<file path="src/rtl/atmw_pkg.sv">
// Shared constants and types for the alpha-trimmed mean window filter.
package atmw_pkg;

  localparam int DEF_WINDOW_PIXELS = 9;
  localparam int DEF_PIXEL_BITS    = 8;
  localparam int MAX_WINDOW        = 9;
  localparam int COUNT_BITS        = 4;
  localparam int TRIM_BITS         = 4;
  localparam int OUT_BITS          = 16;
  localparam int FRAC_BITS         = 8;

  localparam logic [TRIM_BITS-1:0] TRIM_RESET = TRIM_BITS'(1);

  // Sideband that travels with each word through the front stages
  typedef struct packed {
    logic                  pass;
    logic [COUNT_BITS-1:0] kept;
  } side_t;

endpackage

</file>
<file path="src/rtl/alpha_trimmed_mean_window.sv">
// Alpha-trimmed mean of one clipped pixel window, five-stage pipeline.
// Throughput: one word per clock; busy is low whenever rst is low.
// Stages: clip and trim check, rank compare, kept-pixel sum, reciprocal multiply, scale/saturate.
// Reset (rst, synchronous): clears all stage valid bits and sets trim_count to 1.
// The result side cannot stall; every accepted word yields exactly one done pulse.
module alpha_trimmed_mean_window #(
  parameter int WINDOW_PIXELS = atmw_pkg::DEF_WINDOW_PIXELS,
  parameter int PIXEL_BITS    = atmw_pkg::DEF_PIXEL_BITS
) (
  input  logic                            clk,
  input  logic                            rst,
  input  logic                            start,
  output logic                            busy,
  input  logic [PIXEL_BITS-1:0]           pixel_0,
  input  logic [PIXEL_BITS-1:0]           pixel_1,
  input  logic [PIXEL_BITS-1:0]           pixel_2,
  input  logic [PIXEL_BITS-1:0]           pixel_3,
  input  logic [PIXEL_BITS-1:0]           pixel_4,
  input  logic [PIXEL_BITS-1:0]           pixel_5,
  input  logic [PIXEL_BITS-1:0]           pixel_6,
  input  logic [PIXEL_BITS-1:0]           pixel_7,
  input  logic [PIXEL_BITS-1:0]           pixel_8,
  input  logic [atmw_pkg::COUNT_BITS-1:0] valid_count,
  input  logic [PIXEL_BITS-1:0]           center_pixel,
  input  logic                            cfg_we,
  input  logic [atmw_pkg::TRIM_BITS-1:0]  cfg_wdata,
  output logic                            done,
  output logic [atmw_pkg::OUT_BITS-1:0]   filtered_value,
  output logic                            passed_through
);
  import atmw_pkg::*;

  localparam int SUM_BITS   = PIXEL_BITS + 4;
  localparam int SHIFT      = SUM_BITS + FRAC_BITS + 4;
  localparam int RECIP_BITS = SHIFT + 1;
  localparam int PROD_BITS  = SUM_BITS + RECIP_BITS;
  localparam int QUO_BITS   = SUM_BITS + FRAC_BITS;
  localparam int EXT_BITS   = QUO_BITS + OUT_BITS;

  localparam logic [COUNT_BITS-1:0] W_CNT = COUNT_BITS'(WINDOW_PIXELS);
  localparam logic [RECIP_BITS-1:0] ONE   = RECIP_BITS'(1) << SHIFT;

  // Rounded-up reciprocals of the kept count; exact floor for sums this narrow
  localparam logic [RECIP_BITS-1:0] RECIP_TAB [16] = '{
    '0,
    RECIP_BITS'(ONE),
    RECIP_BITS'((ONE + 1) / 2),
    RECIP_BITS'((ONE + 2) / 3),
    RECIP_BITS'((ONE + 3) / 4),
    RECIP_BITS'((ONE + 4) / 5),
    RECIP_BITS'((ONE + 5) / 6),
    RECIP_BITS'((ONE + 6) / 7),
    RECIP_BITS'((ONE + 7) / 8),
    RECIP_BITS'((ONE + 8) / 9),
    '0, '0, '0, '0, '0, '0
  };

  logic [TRIM_BITS-1:0] trim_count;

  logic [PIXEL_BITS-1:0] pix_in [MAX_WINDOW];
  logic [COUNT_BITS-1:0] n_clip;
  logic [TRIM_BITS:0]    trim2;
  side_t                 side_next;
  logic [COUNT_BITS-1:0] hi_next;

  logic                  v1;
  logic [PIXEL_BITS-1:0] pix1 [WINDOW_PIXELS];
  logic [COUNT_BITS-1:0] n1;
  logic [TRIM_BITS-1:0]  t1;
  logic [COUNT_BITS-1:0] hi1;
  side_t                 side1;
  logic [PIXEL_BITS-1:0] cen1;

  logic [COUNT_BITS-1:0]    rank [WINDOW_PIXELS];
  logic [WINDOW_PIXELS-1:0] keep_next;

  logic                     v2;
  logic [WINDOW_PIXELS-1:0] keep2;
  logic [PIXEL_BITS-1:0]    pix2 [WINDOW_PIXELS];
  side_t                    side2;
  logic [PIXEL_BITS-1:0]    cen2;

  logic [SUM_BITS-1:0]   sum_next;
  logic                  v3;
  logic [SUM_BITS-1:0]   sum3;
  side_t                 side3;
  logic [PIXEL_BITS-1:0] cen3;

  logic                  v4;
  logic [PROD_BITS-1:0]  prod4;
  logic                  pass4;
  logic [PIXEL_BITS-1:0] cen4;

  logic [EXT_BITS-1:0]   sel_ext;
  logic [OUT_BITS-1:0]   value_next;

  // Only reset holds off new words
  assign busy = rst;

  // Trim register
  always_ff @(posedge clk) begin
    if (rst) begin
      trim_count <= TRIM_RESET;
    end else if (cfg_we) begin
      trim_count <= cfg_wdata;
    end
  end

  // Gather pixel slots
  always_comb begin
    pix_in[0] = pixel_0;
    pix_in[1] = pixel_1;
    pix_in[2] = pixel_2;
    pix_in[3] = pixel_3;
    pix_in[4] = pixel_4;
    pix_in[5] = pixel_5;
    pix_in[6] = pixel_6;
    pix_in[7] = pixel_7;
    pix_in[8] = pixel_8;
  end

  // Stage 1: clip count, decide pass-through, work out kept count and window bounds
  always_comb begin
    n_clip         = (valid_count > W_CNT) ? W_CNT : valid_count;
    trim2          = {trim_count, 1'b0};
    side_next.pass = ({1'b0, n_clip} <= trim2);
    side_next.kept = n_clip - trim2[COUNT_BITS-1:0];
    hi_next        = n_clip - COUNT_BITS'(trim_count);
  end

  always_ff @(posedge clk) begin
    if (rst) begin
      v1 <= 1'b0;
    end else begin
      v1 <= start;
    end
    for (int i = 0; i < WINDOW_PIXELS; i++) begin
      pix1[i] <= pix_in[i];
    end
    n1    <= n_clip;
    t1    <= trim_count;
    hi1   <= hi_next;
    side1 <= side_next;
    cen1  <= center_pixel;
  end

  // Stage 2: rank each valid pixel (ties broken by slot), keep the middle ranks
  always_comb begin
    for (int i = 0; i < WINDOW_PIXELS; i++) begin
      rank[i] = '0;
      for (int j = 0; j < WINDOW_PIXELS; j++) begin
        if (j != i && COUNT_BITS'(j) < n1 &&
            (pix1[j] < pix1[i] || (pix1[j] == pix1[i] && j < i))) begin
          rank[i] = rank[i] + COUNT_BITS'(1);
        end
      end
      keep_next[i] = (COUNT_BITS'(i) < n1) && (rank[i] >= COUNT_BITS'(t1)) &&
                     (rank[i] < hi1);
    end
  end

  always_ff @(posedge clk) begin
    if (rst) begin
      v2 <= 1'b0;
    end else begin
      v2 <= v1;
    end
    keep2 <= keep_next;
    for (int i = 0; i < WINDOW_PIXELS; i++) begin
      pix2[i] <= pix1[i];
    end
    side2 <= side1;
    cen2  <= cen1;
  end

  // Stage 3: sum the kept pixels
  always_comb begin
    sum_next = '0;
    for (int i = 0; i < WINDOW_PIXELS; i++) begin
      if (keep2[i]) begin
        sum_next = sum_next + SUM_BITS'(pix2[i]);
      end
    end
  end

  always_ff @(posedge clk) begin
    if (rst) begin
      v3 <= 1'b0;
    end else begin
      v3 <= v2;
    end
    sum3  <= sum_next;
    side3 <= side2;
    cen3  <= cen2;
  end

  // Stage 4: multiply by the reciprocal of the kept count
  always_ff @(posedge clk) begin
    if (rst) begin
      v4 <= 1'b0;
    end else begin
      v4 <= v3;
    end
    prod4 <= PROD_BITS'(sum3) * PROD_BITS'(RECIP_TAB[side3.kept]);
    pass4 <= side3.pass;
    cen4  <= cen3;
  end

  // Stage 5: take the 12.8 quotient or the centre, saturate to the 8.8 output width
  always_comb begin
    if (pass4) begin
      sel_ext = EXT_BITS'({cen4, {FRAC_BITS{1'b0}}});
    end else begin
      sel_ext = EXT_BITS'(prod4[SHIFT-FRAC_BITS +: QUO_BITS]);
    end
    if (|sel_ext[EXT_BITS-1:OUT_BITS]) begin
      value_next = '1;
    end else begin
      value_next = sel_ext[OUT_BITS-1:0];
    end
  end

  always_ff @(posedge clk) begin
    if (rst) begin
      done <= 1'b0;
    end else begin
      done <= v4;
    end
    filtered_value <= value_next;
    passed_through <= pass4;
  end

  // Every done pulse comes from an earlier accepted word
  a_done_from_accept: assert property (@(posedge clk) disable iff (rst)
    done |-> $past(start && !busy, 5))
    else $error("done without a matching accepted word");

  // A window that is not passed through always keeps at least one pixel
  a_kept_range: assert property (@(posedge clk) disable iff (rst)
    v1 && !side1.pass |-> side1.kept != '0 && side1.kept <= W_CNT)
    else $error("kept count out of range");

  // Rank selection keeps exactly the expected number of pixels
  a_keep_count: assert property (@(posedge clk) disable iff (rst)
    v2 && !side2.pass |-> $countones(keep2) == int'(side2.kept))
    else $error("keep mask does not match kept count");

  // A passed-through centre has no fraction bits unless it saturated
  a_pass_frac: assert property (@(posedge clk) disable iff (rst)
    done && passed_through |->
      filtered_value[FRAC_BITS-1:0] == '0 || filtered_value == '1)
    else $error("pass-through word carries fraction bits");

endmodule
</file>
<file path="config.mk">
export PLATFORM = sky130hd
export DESIGN_NAME = alpha_trimmed_mean_window
export DESIGN_NICKNAME = d
export VERILOG_FILES = /design/src/rtl/atmw_pkg.sv /design/src/rtl/alpha_trimmed_mean_window.sv
export SDC_FILE = /design/constraint.sdc
export NUM_CORES = 1
export LEC_CHECK = 0
export ABC_CLOCK_PERIOD_IN_PS = 10800
export BUFFER_PORTS_ARGS = -buffer_cell sky130_fd_sc_hd__buf_2
export CAP_MARGIN = 20
export CELL_PAD_IN_SITES_DETAIL_PLACEMENT = 0
export CELL_PAD_IN_SITES_GLOBAL_PLACEMENT = 2
export CORE_MARGIN = 3
export CORE_UTILIZATION = 41
export CTS_BUF_LIST = sky130_fd_sc_hd__clkbuf_4 sky130_fd_sc_hd__clkbuf_8 sky130_fd_sc_hd__clkbuf_16
export DETAILED_ROUTE_END_ITERATION = 7
export PLACE_DENSITY_LB_ADDON = 0.08
export SETUP_SLACK_MARGIN = 0.02
export SYNTH_ARGS = -nofsm -noshare
export SYNTH_HDL_FRONTEND = slang
export SYNTH_SLANG_ARGS = --single-unit
</file>
<file path="constraint.sdc">
create_clock -name clk -period 10.8 [get_ports clk]
set_input_delay 0 -clock clk [delete_from_list [all_inputs] [get_ports clk]]
set_output_delay 0 -clock clk [all_outputs]
set_load 0.005 [all_outputs]
</file>
==> summary.md <==
| Metric | Value |
|---|---|
| Endpoints failing hold | `0` |
| Slowest CP cell | `dfxtp_1` |
| Avg WL per Cell | `21.9 um` |
| Clock buffer depth | `3` |
| HP Start | `pixel_3[0]` |
| Hold path depth | `2` |
| Crit path capture type | `flip-flop` |
| First-pass GRT wire length | `150,000 um` |
| DP Wirelength | `78,100 um` |
| GP Congestion | `0.904` |
| Syn Inst Count | `3,266` |
| Starting Density | `41.7%` |
| Crit path buffers/inverters | `1` |
| CTS tree | `yes` |
| Layout Cells excl Fill | `4,439` |
| Power per Cell Area | `259 mW/mm^2` |
| Most common flop cell mapped by yosys | `dfxtp_1` |
| Antenna violations before repair | `5` |
| CP max stage delay | `0.43 ns` |
| Slew @ Worst Pin | `1.04 ns` |
| Hold/Removal Path Class | `in -> reg` |
| Placed Cells | `4,276` |
| Largest fanout on the critical path | `8` |
| Final period utilization | `88.0%` |
| Final instance area | `0.0336 mm^2` |
| Register area share after synthesis | `18.1%` |
| Slew margin rel. | `30.5%` |
| Seq cells post-synth | `270` |
| CTS H-tree lvls | `1` |
| Max-Cap Viols | `0` |
| Area grow syn2layout | `12.4%` |
| P_leak | `16.9 nW` |
| Synth area leaders | `ha_1 23%, dfxtp_1 18%, fa_1 15%` |
| Max IR drop VDD | `0.218 mV` |
| Buffers added on ports | `110` |
| Setup TNS | `0 ns` |
| IO Count | `111` |
| R2R Path End | `sum3[10]` |
| Worst path required time | `11.33 ns` |
| Die width | `276 um` |
| Clk_lat worst skew | `0.61 ns` |
| R2r startpoint | `keep2[0]` |
| Min Tclk post-route | `9.51 ns` |
| Worst Hold Endpoint | `pix1[0][24]` |
| Clock root buffer | `clkbuf_16` |
| Syn_area_per_cell | `9.16 um^2` |
| Yosys top cell by area | `ha_1` |
| Largest net degree at the start of global routing | `26` |
| Nets | `4,339` |
| Cell mode on critical path | `ha_1` |
| R2R depth | `46` |
| Synth cell count leaders | `557 x ha_1, 408 x inv_1, 275 x nand2_1` |
| Die Y | `276 um` |
| Post-synthesis cell type count | `86` |
| Grt ovf | `0` |
| Placeable Area | `0.0719 mm^2` |
| Final setup vio count | `0` |
| Rows | `98` |
| Share of flip-flops with an asynchronous set or reset | `0%` |
| Post-Synthesis Cell Area | `0.0299 mm^2` |
| Clock skew | `0.0258 ns` |
| Routed wire length | `97,300 um` |
| RSZ-0062 raised after global routing | `false` |
| Yosys warns | `0` |
| Area share of the largest cell type after synthesis | `23.3%` |
| Layout cell share with drive strength beyond 1 | `8.57%` |
| Dpl cell area | `0.0315 mm^2` |
| Via count | `24.1k` |
| Post-synth EDFFs | `0` |
| Drt first pass iters | `5` |
| Worst-path clk slew | `0.06 ns` |
| Vias in the first global route | `24.9k` |
| Initial detailed-routing violation count | `1,530` |
| Critical path arrival | `10.04 ns` |
| Crit path max-delay family | `adder cells` |
| Post-CTS setup buffer count | `0` |
| Die area | `0.0763 mm^2` |
| Status | `complete, no violations` |
| Max-slew violations | `0` |
| Setup crit start kind | `flip-flop` |
| Drt drc | `0` |
| Fmax | `105 MHz` |
| # clock sinks | `270` |
| CP Class | `reg -> reg` |
| Routed Antenna Nets | `0` |
| Vias per cell | `5.42` |
| Count leader, synth | `ha_1` |
| GRT Total Usage | `25.4%` |
| CTS Buf Count | `30` |
| Setup slack, reg-to-reg | `1.29 ns` |
| Syn_nets | `4,141` |
## sequential cells by signal, summed over array words and instances (netlist names), 8 cells and up
name / flops
prod4: 20
keep2: 9
filtered_value: 16
pix1: 72
cen2: 8
pix2: 72
cen1: 8
sum3: 12
cen3: 8
cen4: 8
## where the power goes
part	total, W	leakage, nW	internal [W]	switching [W]
registers	0.00143	2.27	0.00116	0.000275
clock network	0.00107	0.515	0.000604	0.000469
logic	0.00619	14.1	0.00281	0.00338
total	0.00869	16.9	0.00457	0.00413
## final cells by class
class,count,area (um^2)
fill,6979,38200
timing repair buffer,231,1720
clock buffer,36,827
antenna,1,2.50
multi-input combinational,2523,22700
tap,950,1190
sequential,270,5410
clock inverter,20,218
inverter,408,1530
## per-layer routing
layer / vias up / routed length, um / track usage [%] / part of all wire (%)
li1: 11600 / - / - / -
met1: 11900 / 48200 / 37.8 / 50
met2: 561 / 42500 / 40.3 / 44
met3: 83 / 5070 / 2.78 / 5.2
met4: 0 / 1510 / 4.14 / 1.6
met5: - / 0 / 0 / 0
## layout by cell type, fill, tap and decap left out, types with 11 or more instances in the layout
| master | count |
|---|---|
| or2_2 | 16 |
| a31oi_1 | 11 |
| mux2i_1 | 24 |
| fa_1 | 226 |
| buf_2 | 110 |
| inv_1 | 408 |
| a211oi_1 | 17 |
| o21bai_1 | 15 |
| nor2_1 | 160 |
| nand2b_1 | 32 |
| mux2_2 | 70 |
| dlygate4sd3_1 | 105 |
| dfxtp_1 | 270 |
| o21a_1 | 95 |
| xnor3_1 | 14 |
| nand3_1 | 55 |
| nand2_1 | 275 |
| a21oi_1 | 151 |
| clkbuf_16 | 30 |
| and2_1 | 74 |
| nand4_1 | 57 |
| xnor2_1 | 116 |
| buf_4 | 16 |
| nor3_1 | 42 |
| a21o_1 | 108 |
| and3_1 | 38 |
| xor2_1 | 51 |
| o21ai_0 | 94 |
| ha_1 | 557 |
| or3_1 | 11 |
| nor2b_1 | 53 |
## logic make-up (layout without fill, tap and decap cells)
group | Yosys count | after routing | synth area share [%]
and+or+nand+nor | 854 | 854 | 14.1
adders and majority gates | 784 | 784 | 38.4
AOI/OAI and AO/OA | 602 | 602 | 13.5
buffers and inverters | 473 | 695 | 5.97
DFF | 270 | 270 | 18.1
xor gates and xnor gates | 189 | 189 | 6.52
muxes | 94 | 94 | 3.44
other | 0 | 1 | 0
## worst register-to-register path: cells and delay by family, from the launching register on
kind / cells / cell delay [ns]
adders and majority gates: 9 / 2.93
AOI/OAI and AO/OA: 21 / 2.89
and+or+nand+nor: 10 / 1.81
muxes: 4 / 1.17
DFF: 1 / 0.43
xor gates and xnor gates: 1 / 0.16
buffers and inverters: 1 / 0.05
## per-stage QoR
stage               power (W)  util, %  hold slack, ns  setup WS [ns]
floorplan             0.00606        -          0.0277           2.27
global placement      0.00741     43.9           0.102           1.52
detailed placement    0.00760     43.9           0.104           1.35
CTS                   0.00877     46.8        0.000239           1.30
global route          0.00967     46.8          0.0104          0.543
finish                0.00869     46.8          0.0251           1.29
## timing repair
item	CTS	global route
endpoints found under the hold margin	101	0
hold buffers	105	0
resized for setup	0	0
## worst max path at each step
stage / start / cells after the start / slack (ns) / to
floorplan: keep2[0] / 46 / 2.27 / sum3[10]
detailed placement: keep2[0] / 46 / 1.35 / sum3[10]
global route: keep2[0] / 46 / 0.54 / sum3[10]
finish: keep2[0] / 46 / 1.29 / sum3[10]
CTS: keep2[0] / 46 / 1.30 / sum3[10]
global placement: keep2[0] / 46 / 1.52 / sum3[10]
(Power assumes the default switching activity.)
